===== src/frp_pkg.sv =====
// ---------------------------------------------------------------------------
// frp_pkg
// shared codes and types for the range-purge fifo
// ---------------------------------------------------------------------------
package frp_pkg;

    localparam logic [1:0] CMD_ENQUEUE = 2'd0;
    localparam logic [1:0] CMD_DEQUEUE = 2'd1;
    localparam logic [1:0] CMD_PURGE   = 2'd2;

    localparam logic [1:0] ST_DONE  = 2'd0;
    localparam logic [1:0] ST_EMPTY = 2'd1;
    localparam logic [1:0] ST_FULL  = 2'd2;

    localparam int DATA_W = 32;

    typedef enum logic {
        S_IDLE,
        S_PURGE
    } state_t;

    // per-cycle operation broadcast to every cell of the chain
    typedef struct packed {
        logic shift;   // every cell takes its upper neighbor unless load selects it
        logic load;    // the selected cell takes the shared input
        logic recirc;  // shared input is the head cell (purge walk)
    } chain_op_t;

endpackage


===== src/frp_cell.sv =====
// ---------------------------------------------------------------------------
// frp_cell
// one storage cell of the chain: hold, shift from neighbor, or load
// ---------------------------------------------------------------------------
module frp_cell
    import frp_pkg::*;
(
    input  logic                     clk,
    input  chain_op_t                op,
    input  logic                     sel,
    input  logic signed [DATA_W-1:0] din,
    input  logic signed [DATA_W-1:0] nbr,
    output logic signed [DATA_W-1:0] q
);

    logic signed [DATA_W-1:0] value_reg;
    logic signed [DATA_W-1:0] value_next;
    logic                     wr;

    assign wr = op.load && sel;

    always_comb
    begin
        if (op.shift)
        begin
            value_next = wr ? din : nbr;
        end
        else if (wr)
        begin
            value_next = din;
        end
        else
        begin
            value_next = value_reg;
        end
    end

    always_ff @(posedge clk)
    begin
        value_reg <= value_next;
    end

    assign q = value_reg;

endmodule


===== src/frp_ctrl.sv =====
// ---------------------------------------------------------------------------
// frp_ctrl
// command decode, fill count, purge walk sequencer and result register
// ---------------------------------------------------------------------------
module frp_ctrl
    import frp_pkg::*;
#(
    parameter int QUEUE_DEPTH = 16,
    parameter int CW          = $clog2(QUEUE_DEPTH + 1)
)
(
    input  logic                     clk,
    input  logic                     rst_n,
    input  logic                     in_valid,
    output logic                     in_ready,
    input  logic [1:0]               command,
    input  logic signed [DATA_W-1:0] data_value,
    input  logic signed [DATA_W-1:0] bound_a,
    input  logic signed [DATA_W-1:0] bound_b,
    output logic                     out_valid,
    input  logic                     out_ready,
    output logic [1:0]               status,
    output logic signed [DATA_W-1:0] head_value,
    output logic [CW-1:0]            fill_level,
    input  logic signed [DATA_W-1:0] head_in,
    output chain_op_t                op,
    output logic [CW-1:0]            wr_idx,
    output logic signed [DATA_W-1:0] din
);

    state_t                   state_reg,  state_next;
    logic [CW-1:0]            count_reg,  count_next;
    logic [CW-1:0]            left_reg,   left_next;
    logic signed [DATA_W-1:0] lo_reg,     lo_next;
    logic signed [DATA_W-1:0] hi_reg,     hi_next;
    logic                     ovld_reg,   ovld_next;
    logic [1:0]               status_reg, status_next;
    logic signed [DATA_W-1:0] head_reg,   head_next;
    logic [CW-1:0]            fill_reg;
    logic                     accept;
    logic                     out_load;
    logic                     keep;

    assign in_ready = (state_reg == S_IDLE) && (!ovld_reg || out_ready);
    assign accept   = in_valid && in_ready;
    assign keep     = (head_in < lo_reg) || (head_in > hi_reg);
    assign din      = op.recirc ? head_in : data_value;

    always_comb
    begin
        state_next  = state_reg;
        count_next  = count_reg;
        left_next   = left_reg;
        lo_next     = lo_reg;
        hi_next     = hi_reg;
        ovld_next   = ovld_reg && !out_ready;
        status_next = status_reg;
        head_next   = head_reg;
        out_load    = 1'b0;
        op          = '0;
        wr_idx      = count_reg;

        unique case (state_reg)
            S_IDLE:
            begin
                if (accept)
                begin
                    out_load    = 1'b1;
                    status_next = ST_DONE;
                    head_next   = '0;
                    unique case (command)
                        CMD_ENQUEUE:
                        begin
                            if (count_reg == CW'(QUEUE_DEPTH))
                            begin
                                status_next = ST_FULL;
                            end
                            else
                            begin
                                op.load    = 1'b1;
                                count_next = count_reg + CW'(1);
                            end
                        end
                        CMD_DEQUEUE:
                        begin
                            if (count_reg == '0)
                            begin
                                status_next = ST_EMPTY;
                            end
                            else
                            begin
                                op.shift   = 1'b1;
                                head_next  = head_in;
                                count_next = count_reg - CW'(1);
                            end
                        end
                        CMD_PURGE:
                        begin
                            if (count_reg == '0)
                            begin
                                status_next = ST_EMPTY;
                            end
                            else
                            begin
                                // result comes at the end of the walk
                                out_load   = 1'b0;
                                lo_next    = (bound_a < bound_b) ? bound_a : bound_b;
                                hi_next    = (bound_a < bound_b) ? bound_b : bound_a;
                                left_next  = count_reg;
                                state_next = S_PURGE;
                            end
                        end
                        default:
                        begin
                            status_next = ST_DONE;
                        end
                    endcase
                end
            end
            S_PURGE:
            begin
                // pop head; a survivor re-enters at the tail of the chain
                op.shift  = 1'b1;
                op.recirc = 1'b1;
                wr_idx    = count_reg - CW'(1);
                if (keep)
                begin
                    op.load = 1'b1;
                end
                else
                begin
                    count_next = count_reg - CW'(1);
                end
                left_next = left_reg - CW'(1);
                if (left_reg == CW'(1))
                begin
                    state_next  = S_IDLE;
                    out_load    = 1'b1;
                    status_next = ST_DONE;
                    head_next   = '0;
                end
            end
            default:
            begin
                state_next = S_IDLE;
            end
        endcase

        if (out_load)
        begin
            ovld_next = 1'b1;
        end
    end

    always_ff @(posedge clk or negedge rst_n)
    begin
        if (!rst_n)
        begin
            state_reg <= S_IDLE;
            count_reg <= '0;
            left_reg  <= '0;
            ovld_reg  <= 1'b0;
        end
        else
        begin
            state_reg <= state_next;
            count_reg <= count_next;
            left_reg  <= left_next;
            ovld_reg  <= ovld_next;
        end
    end

    always_ff @(posedge clk)
    begin
        lo_reg     <= lo_next;
        hi_reg     <= hi_next;
        status_reg <= status_next;
        head_reg   <= head_next;
        if (out_load)
        begin
            fill_reg <= count_next;
        end
    end

    assign out_valid  = ovld_reg;
    assign status     = status_reg;
    assign head_value = head_reg;
    assign fill_level = fill_reg;

endmodule


===== src/fifo_with_range_purge.sv =====
// ---------------------------------------------------------------------------
// fifo_with_range_purge
// bounded fifo of signed 32-bit values with enqueue, dequeue, range purge
// ---------------------------------------------------------------------------
// input channel: in_valid/in_ready carry command, data_value, bound_a, bound_b
// output channel: out_valid/out_ready carry status, head_value, fill_level
// one result transaction per input transaction, in order
// storage is a chain of cells with the head in cell 0; dequeue shifts the
// whole chain down by one, enqueue loads the cell at the fill level
// enqueue, dequeue and unused codes: the result is registered and shown in
// the cycle after acceptance; one command per cycle while the receiver keeps up
// purge: walks the chain, one entry per cycle, popping the head and loading
// survivors back at the tail; the result comes once the last entry stored
// before the purge is walked; input is held off meanwhile
// a stalled result holds the output register and blocks new input only
// once the register is full and out_ready stays low
// reset empties the queue and the output register; cell contents stay
// undefined until written
// ---------------------------------------------------------------------------
module fifo_with_range_purge
    import frp_pkg::*;
#(
    parameter int QUEUE_DEPTH = 16
)
(
    input  logic                                   clk,
    input  logic                                   rst_n,
    input  logic                                   in_valid,
    output logic                                   in_ready,
    input  logic [1:0]                             command,
    input  logic signed [DATA_W-1:0]               data_value,
    input  logic signed [DATA_W-1:0]               bound_a,
    input  logic signed [DATA_W-1:0]               bound_b,
    output logic                                   out_valid,
    input  logic                                   out_ready,
    output logic [1:0]                             status,
    output logic signed [DATA_W-1:0]               head_value,
    output logic [$clog2(QUEUE_DEPTH + 1)-1:0]     fill_level
);

    localparam int CW = $clog2(QUEUE_DEPTH + 1);

    chain_op_t                op;
    logic [CW-1:0]            wr_idx;
    logic signed [DATA_W-1:0] din;
    logic signed [DATA_W-1:0] cell_q [QUEUE_DEPTH];

    frp_ctrl #(
        .QUEUE_DEPTH (QUEUE_DEPTH),
        .CW          (CW)
    ) u_ctrl (
        .clk        (clk),
        .rst_n      (rst_n),
        .in_valid   (in_valid),
        .in_ready   (in_ready),
        .command    (command),
        .data_value (data_value),
        .bound_a    (bound_a),
        .bound_b    (bound_b),
        .out_valid  (out_valid),
        .out_ready  (out_ready),
        .status     (status),
        .head_value (head_value),
        .fill_level (fill_level),
        .head_in    (cell_q[0]),
        .op         (op),
        .wr_idx     (wr_idx),
        .din        (din)
    );

    for (genvar i = 0; i < QUEUE_DEPTH; i++)
    begin : g_cell
        logic signed [DATA_W-1:0] nbr;

        if (i == QUEUE_DEPTH - 1)
        begin : g_top
            assign nbr = '0;
        end
        else
        begin : g_mid
            assign nbr = cell_q[i + 1];
        end

        frp_cell u_cell (
            .clk (clk),
            .op  (op),
            .sel (wr_idx == CW'(i)),
            .din (din),
            .nbr (nbr),
            .q   (cell_q[i])
        );
    end

endmodule


===== config.mk =====
export PLATFORM = sky130hd
export DESIGN_NAME = fifo_with_range_purge
export DESIGN_NICKNAME = d
export VERILOG_FILES = /design/src/frp_pkg.sv /design/src/frp_cell.sv /design/src/frp_ctrl.sv /design/src/fifo_with_range_purge.sv
export SDC_FILE = /design/constraint.sdc
export NUM_CORES = 1
export LEC_CHECK = 0
export BUFFER_PORTS_ARGS = -buffer_cell sky130_fd_sc_hd__buf_2
export CORE_MARGIN = 5
export CORE_UTILIZATION = 25
export CTS_BUF_LIST = sky130_fd_sc_hd__clkbuf_4 sky130_fd_sc_hd__clkbuf_8 sky130_fd_sc_hd__clkbuf_16
export CTS_CLUSTER_DIAMETER = 150
export DETAILED_ROUTE_END_ITERATION = 8
export SKIP_LAST_GASP = 1
export SLEW_MARGIN = 30
export SYNTH_ARGS = -nofsm -noshare
export SYNTH_HDL_FRONTEND = slang
export SYNTH_HIERARCHICAL = 1
export SYNTH_SLANG_ARGS = --single-unit

===== constraint.sdc =====
create_clock -name clk -period 6.6 [get_ports clk]
set_input_delay 0.99 -clock clk [delete_from_list [all_inputs] [get_ports clk]]
set_output_delay 0.99 -clock clk [all_outputs]
set_load 0.01 [all_outputs]

==> results of run 1 <==
-- per-stage QoR --
| stage | instance area [um2] | power [mW] | util | setup WS (ps) | std cells |
|---|---|---|---|---|---|
| 2_1_floorplan | 30500 | 13.6 | - | 901 | 1886 |
| 3_3_place_gp | 32900 | 15.1 | 0.271 | 781 | 3611 |
| 3_5_place_dp | 33100 | 15.4 | 0.273 | 1350 | 3622 |
| 4_1_cts | 35400 | 19.4 | 0.291 | 1360 | 3743 |
| 5_1_grt | 35400 | 20.4 | 0.292 | 1150 | 3746 |
| 6_report | 35400 | 19.2 | 0.292 | 1460 | 3747 |
-- layout make-up --
class                   instances  area share
repair buffers                188      0.0340
flip-flops and latches        627       0.530
diodes                          2    0.000141
clock buffers                  81      0.0523
inverters                     106      0.0112
clock inverters                40      0.0118
multi-input cells            1078       0.303
well taps                    1625      0.0574
-- where the power goes --
| part | internal (mW) | switching [mW] | leakage [nW] | total, mW |
|---|---|---|---|---|
| logic | 3.46 | 3.76 | 5.98 | 7.22 |
| registers | 7.46 | 0.620 | 6.22 | 8.08 |
| clock network | 2.29 | 1.58 | 1.12 | 3.87 |
| total | 13.2 | 5.96 | 13.3 | 19.2 |
-- metal layers --
layer / GRT usage / share of wire / up-vias
met2: 0.165 / 0.49 / 311
met5: 0 / 0.00043 / -
li1: - / - / 7594
met4: 0.0293 / 0.026 / 4
met1: 0.122 / 0.43 / 7828
met3: 0.0205 / 0.050 / 104
-- cells in the final DEF (no fill, tap or decap), drive strengths merged, types with 17 or more instances in the layout --
cell type / instances
nand2: 32
ha: 102
a21boi: 17
a21oi: 33
buf: 188
nand3: 18
conb: 32
nor2: 36
edfxtp: 615
and3: 33
o21ai: 34
a21o: 26
nand4: 17
clkbuf: 81
mux2: 607
inv: 112
clkinv: 23
-- critical path, stage by stage (launching register included) --
cell and delay (ps):
edfxtp_1 460, ha_1 380, nand4_1 240, nor3_1 540
nor3b_2 620, a31oi_1 190, and2_1 280, or2_1 300
o2bb2ai_4 330, buf_4 350, a21boi_4 440, buf_4 350
mux2_2 370
-- worst paths after layout --
path	from	to	cells after the start
worst min register to register	g_cell[4].u_cell/q[4]	g_cell[3].u_cell/q[4]	1
min in group clk	g_cell[4].u_cell/q[4]	g_cell[3].u_cell/q[4]	1
max in group asynchronous	rst_n	u_ctrl/state_reg	1
worst max-delay path	g_cell[0].u_cell/q[31]	g_cell[9].u_cell/q[28]	12
worst min-delay path	rst_n	u_ctrl/count_reg[4]	1
worst max register to register	g_cell[0].u_cell/q[31]	g_cell[9].u_cell/q[28]	12
==> flow_summary.ini, run 1 <==
[worst_setup_path]
critPathRequiredTime_ps = 6940
rrSetupSlack_ps = 1460
crit_arrival_ps = 5490
end_kind = register
start_kind = register
crit_fanout = 19
crit_type = reg -> reg

[synthesis]
synthCells = 1855
yosysWarnings = 6
postSynthAreaPerCell_um2 = 16.4
netlist_area_um2 = 30400

[sta]
fin_setup_tns_ps = 0
clock.fmax_mhz = 194
worst_slew_pin_slew_ps = 925
slew_violations = 0
maxSlewHeadroom = 0.384
period_minus_slack_ps = 5140
setup_viol = 0
clock-skew-final_ps = 20.8
period_share = 0.779
hold_ws_ps = 272
rsz0062_at_grt = false
finalHoldViolCount = 0

[layout]
num-fill-cells = 12186
multiInputGateArea_um2 = 10700
register_area_um2 = 18800
area_growth_pct = 16.5
drive_gt1_frac = 0.425
nets = 2272
largest_reg_flops = 512

[detailed_routing]
wl_per_cell_um = 16.8
postRouteAntennaNets = 0
dr.pass1.iters = 5
drt_iter0_drc = 998
wl_mm = 62.9
route.detailed.drc = 0
num_vias = 15841
vias_per_cell = 4.23

[grt]
grt_first_pass_wirelength_mm = 97.3
grt_pass1_vias = 16059
antenna_found_initial = 5
grt-ovfl-total = 0
grt_usage = 0.0964
grt_start_max_net_pins = 59

[cts]
h-tree-depth = 3
clock_latency_ps = 610
cts-buffers-inserted = 67
clock_sinks = 627
cts_setup_buffers = 0
clk_pin_slew_ps = 60
clock_path_buffers = 3
post_cts_resized = 0
root_buffer = clkbuf_16
ctsHoldBuffers = 0
cts_tree = done

[placed_design]
gp_congestion = 0.791
place_hpwl_mm = 45.7
portBuffers = 142

[floorplan]
fp.dieW_um = 359
start_util = 0.251
die_height_um = 359
io_pins = 143
design.core.area_um2 = 121000
row_count = 128
die_area_um2 = 129000

[run]
cap_viol_max_count = 0

[run_status]
run_status = complete, no violations

[worst_hold_path]
min_path_type = in -> async

[power_and_ir_drop]
max-vdd-ir-drop_mv = 0.347
power_density_nw_per_um2 = 541
p_leak_nw = 13.3
(Power assumes the default switching activity.)
==> run 2: changes to the inputs <==
==> constraint.sdc (replaced) <==
create_clock -name clk -period 4.25 [get_ports clk]
set_input_delay 0.6375 -clock clk [delete_from_list [all_inputs] [get_ports clk]]
set_output_delay 0.6375 -clock clk [all_outputs]
set_load 0.01 [all_outputs]
==> run 2 against run 1 <==
Against the previous run:
- largest cell class unchanged
- worst hold slack improved by 84 ps
- combinational power is 72% higher
- clock-buffer cell count unchanged
- fmax rose by 27%
==> flow_summary.ini, run 2 (same netlist as run 1, synthesis figures left out) <==
[run_status]
run_status = complete, no violations

[power_and_ir_drop]
p_leak_nw = 13.7
power_density_nw_per_um2 = 847
max-vdd-ir-drop_mv = 0.415
power.total_mw = 30.7

[layout]
register_area_um2 = 18800
final_cell_mix = edfxtp_1, mux2_2, buf_2, inv_1, ha_1
postLayoutCoreUtil = 0.299
num-fill-cells = 12021
drive_gt1_frac = 0.439
final_common_cell = edfxtp_1
largest_reg_flops = 512
fin_area_um2 = 36300
nets = 2315
multiInputGateArea_um2 = 10700
area_growth_pct = 19.3

[cts]
clk_pin_slew_ps = 60
cts_setup_buffers = 0
cts-buffers-inserted = 69
root_buffer = clkbuf_16
cts_tree = done
post_cts_resized = 0
h-tree-depth = 3
clock_sinks = 627
clock_latency_ps = 610
clock_path_buffers = 3

[worst_setup_path]
crit_type = reg -> reg
crit_arrival_ps = 4380
end_kind = register
critPathRequiredTime_ps = 4570
crit_fanout = 32
start_kind = register
rrSetupSlack_ps = 190

[sta]
fin_setup_tns_ps = 0
period_minus_slack_ps = 4060
clock.fmax_mhz = 246
slew_violations = 0
setup_viol = 0
finalHoldViolCount = 0
maxSlewHeadroom = 0.377
rsz0062_at_grt = false
hold_ws_ps = 356
clock-skew-final_ps = 37.8
worst_slew_pin_slew_ps = 934
period_share = 0.955

[detailed_routing]
route.detailed.drc = 0
dr.pass1.iters = 5
vias_per_cell = 4.20
wl_per_cell_um = 16.5
drt_iter0_drc = 803
postRouteAntennaNets = 0
num_vias = 15926
wl_mm = 62.5

[floorplan]
io_pins = 143
die_area_um2 = 129000
row_count = 128
fp.dieW_um = 359
start_util = 0.251
die_height_um = 359
design.core.area_um2 = 121000

[worst_hold_path]
min_path_type = in -> reg

[grt]
grt_usage = 0.0953
grt_first_pass_wirelength_mm = 95.9
grt-ovfl-total = 0
grt_start_max_net_pins = 65
grt_pass1_vias = 16290
antenna_found_initial = 4

[placed_design]
dpl_cell_area_um2 = 34000
place_hpwl_mm = 46.2
portBuffers = 142
gp_congestion = 0.775

[run]
cap_viol_max_count = 0
run 2: worst paths after layout:
check | from | to | cells after the start
worst max-delay path | g_cell[0].u_cell/q[7] | g_cell[0].u_cell/q[4] | 13
worst min-delay path | bound_a[31] | u_ctrl/lo_reg[31] | 3
worst max register to register | g_cell[0].u_cell/q[7] | g_cell[0].u_cell/q[4] | 13
worst min register to register | u_ctrl/left_reg[0] | u_ctrl/left_reg[0] | 1
max in group asynchronous | rst_n | u_ctrl/state_reg | 2
min in group asynchronous | rst_n | u_ctrl/out_valid | 2
run 2: report_power, final:
part | leakage (nW) | internal (mW) | total, mW | switching [mW]
registers | 6.22 | 11.6 | 12.5 | 0.935
clock network | 1.10 | 3.48 | 5.86 | 2.37
logic | 6.40 | 6.33 | 12.4 | 6.05
run 2: critical path, stage by stage (launching register included):
cell	delay, ps
edfxtp_1	540
ha_1	390
a21oi_1	140
o21ai_0	170
a221oi_1	520
nor3b_1	100
a211o_1	320
and2_1	160
or2_1	270
o2bb2ai_4	200
buf_12	200
a21boi_4	170
buf_12	230
mux2_1	360
run 2: stage by stage:
| step | worst slack, ps | cells |
|---|---|---|
| detailed placement | 190 | 3664 |
| global route | 68.7 | 3789 |
| CTS | 156 | 3788 |
| finish | 189 | 3791 |
| floorplan | 134 | 1886 |
| global placement | 183 | 3664 |
run 2: final cells by class:
class	count	share of cell area
diodes	3	0.000207
flip-flops and latches	627	0.518
repair buffers	229	0.0577
multi-input cells	1078	0.296
inverters	106	0.0110
clock inverters	42	0.0103
clock buffers	81	0.0511
well taps	1625	0.0561
run 2: what timing repair did:
| item | CTS | global route |
|---|---|---|
| hold buffers | 1 | 0 |
| endpoints found under the hold margin | 12 | 0 |
| endpoints found under the setup margin | 0 | 0 |
run 2: routing by layer:
metal  part of all wire  up-vias  global-route usage
li1                   -     7705                   -
met1               0.43     7842               0.119
met2               0.50      282               0.166
met3              0.043       95              0.0173
met4              0.030        2              0.0344
met5            0.00016        -                   0
==> run 3: changes to the inputs <==
--- a/config.mk
+++ b/config.mk
@@ -6,6 +6,7 @@
 export NUM_CORES = 1
 export LEC_CHECK = 0
 export BUFFER_PORTS_ARGS = -buffer_cell sky130_fd_sc_hd__buf_2
+export CORE_ASPECT_RATIO = 0.5
 export CORE_MARGIN = 5
 export CORE_UTILIZATION = 25
 export CTS_BUF_LIST = sky130_fd_sc_hd__clkbuf_4 sky130_fd_sc_hd__clkbuf_8 sky130_fd_sc_hd__clkbuf_16
==> run 3 against run 2 <==
Against the previous run:
- sequential share of layout area decreased by 0.14 points
- clock skew decreased by 16 ps
- combinational power about the same
- clock-buffer cell count rose by 6
- sequential power about the same
- global-route usage is 0.10 points higher
- critical path depth is the same
- total power is 0.75% higher
- non-clock buffer count is 7 higher
- critical path type unchanged
- flip-flop and latch count unchanged
- clock power rose by 2%
==> flow_summary.ini, run 3 (same netlist as run 1, synthesis figures left out) <==
[run_status]
run_status = complete, no violations

[detailed_routing]
routed.top_layer = met5
route.detailed.drc = 0
drt_iter0_drc = 883
num_vias = 16122
postRouteAntennaNets = 0
wl_met1_mm = 29.1
wl_met3_mm = 1.56
wl_per_cell_um = 16.7
dr.pass1.iters = 5
wl_mm = 63.2
dr_wl_met2_mm = 31.1
vias_per_cell = 4.27

[power_and_ir_drop]
clkPwrFrac = 0.192
max-vdd-ir-drop_mv = 0.470
power_density_nw_per_um2 = 851
combPwrFrac = 0.401
power.total_mw = 31.0
pwr-share-seq = 0.406
intPower_mw = 21.5
p_leak_nw = 13.8
swShare = 0.305
netSwitchingPower_mw = 9.44

[sta]
maxSlewHeadroom = 0.392
setup_viol = 0
hold_ws_ps = 388
fin_setup_tns_ps = 0
clock.fmax_mhz = 251
worst_slew_pin_slew_ps = 905
period_share = 0.938
finalHoldViolCount = 0
slew_violations = 0
period_minus_slack_ps = 3980
rsz0062_at_grt = false
clock-skew-final_ps = 22.1

[cts]
cts_setup_buffers = 0
post_cts_resized = 0
clk_pin_slew_ps = 60
clock_path_buffers = 3
cts_tree = done
h-tree-depth = 3
root_buffer = clkbuf_16
ctsHoldBuffers = 1
clock_latency_ps = 600
clock_sinks = 627
cts-buffers-inserted = 70

[worst_setup_path]
crit_fanout = 21
start_kind = register
critPathRequiredTime_ps = 4590
regToRegStartpoint = g_cell[0].u_cell/q[5]
end_kind = register
crit_start = g_cell[0].u_cell/q[5]
crit_arrival_ps = 4330
crit_type = reg -> reg

[placed_design]
gp_congestion = 0.826
dp_cells = 3656
portBuffers = 142
place_hpwl_mm = 47.3

[grt]
grt_usage = 0.0963
grt_start_max_net_pins = 47
grt_first_pass_wirelength_mm = 99.9
antenna_found_initial = 2
grt-ovfl-total = 0
grt_pass1_vias = 16990

[worst_hold_path]
worstHoldStart = bound_b[12]
min_path_type = in -> reg

[floorplan]
die_area_um2 = 129000
die_height_um = 257
design.core.area_um2 = 121000
start_util = 0.252
row_count = 90
fp.dieW_um = 503
io_pins = 143

[layout]
postLayoutCoreUtil = 0.301
nets = 2323
largest_reg_flops = 512
num-fill-cells = 11923
area_growth_pct = 19.6
final_cell_mix = edfxtp_1, mux2_2, buf_2, inv_1, ha_1
final_common_cell = edfxtp_1
fin_cells = 3777
register_area_um2 = 18800
multiInputGateArea_um2 = 10700
drive_gt1_frac = 0.443

[run]
cap_viol_max_count = 0
==> run 3: critical path, stage by stage, from the launching register on <==
cell and delay (ps):
edfxtp_1 550, ha_1 380, a21oi_1 130, o21ai_0 130
a221oi_1 480, nor3b_1 100, a211o_1 290, and2_1 150
or2_1 270, o2bb2ai_4 190, buf_12 210, a21boi_4 260
buf_12 200, mux2_2 350
==> run 3: path summary, 6_finish.rpt <==
| path | end | slack [ps] | cells after the start |
|---|---|---|---|
| worst max-delay path | g_cell[13].u_cell/q[20] | 270 | 13 |
| worst min-delay path | u_ctrl/hi_reg[12] | 390 | 2 |
| worst max register to register | g_cell[13].u_cell/q[20] | 270 | 13 |
| worst min register to register | g_cell[5].u_cell/q[5] | 530 | 1 |
| max in group asynchronous | u_ctrl/state_reg | 3460 | 2 |
| min in group asynchronous | u_ctrl/out_valid | 480 | 2 |
==> run 3: cell type report <==
cell class	count	share of cell area
Inverter	106	0.0109
Clock inverter	32	0.00819
Tap cell	1610	0.0554
Clock buffer	87	0.0539
Multi-Input combinational cell	1078	0.295
Timing Repair Buffer	236	0.0600
Antenna cell	1	0.0000688
Sequential cell	627	0.516
==> run 3: power by group through the flow <==
stage	Clock [mW]	Combinational [mW]	Sequential, mW
global placement	0	12.2	12.6
CTS	6.12	12.6	12.6
detailed placement	0	12.5	12.7
global route	6.40	13.6	12.8
floorplan	0	8.91	12.2
finish	5.95	12.4	12.6
==> run 3: stage by stage <==
stage	setup WS [ps]	area, um2
floorplan	134	30600
global placement	120	34100
detailed placement	107	34100
CTS	235	36400
global route	137	36400
finish	265	36400
==> run 3: per-layer routing <==
layer / vias to the layer above / GRT usage
met4: 4 / 0.0288
met3: 87 / 0.0119
met2: 232 / 0.165
met5: - / 0
li1: 7715 / -
met1: 8084 / 0.127
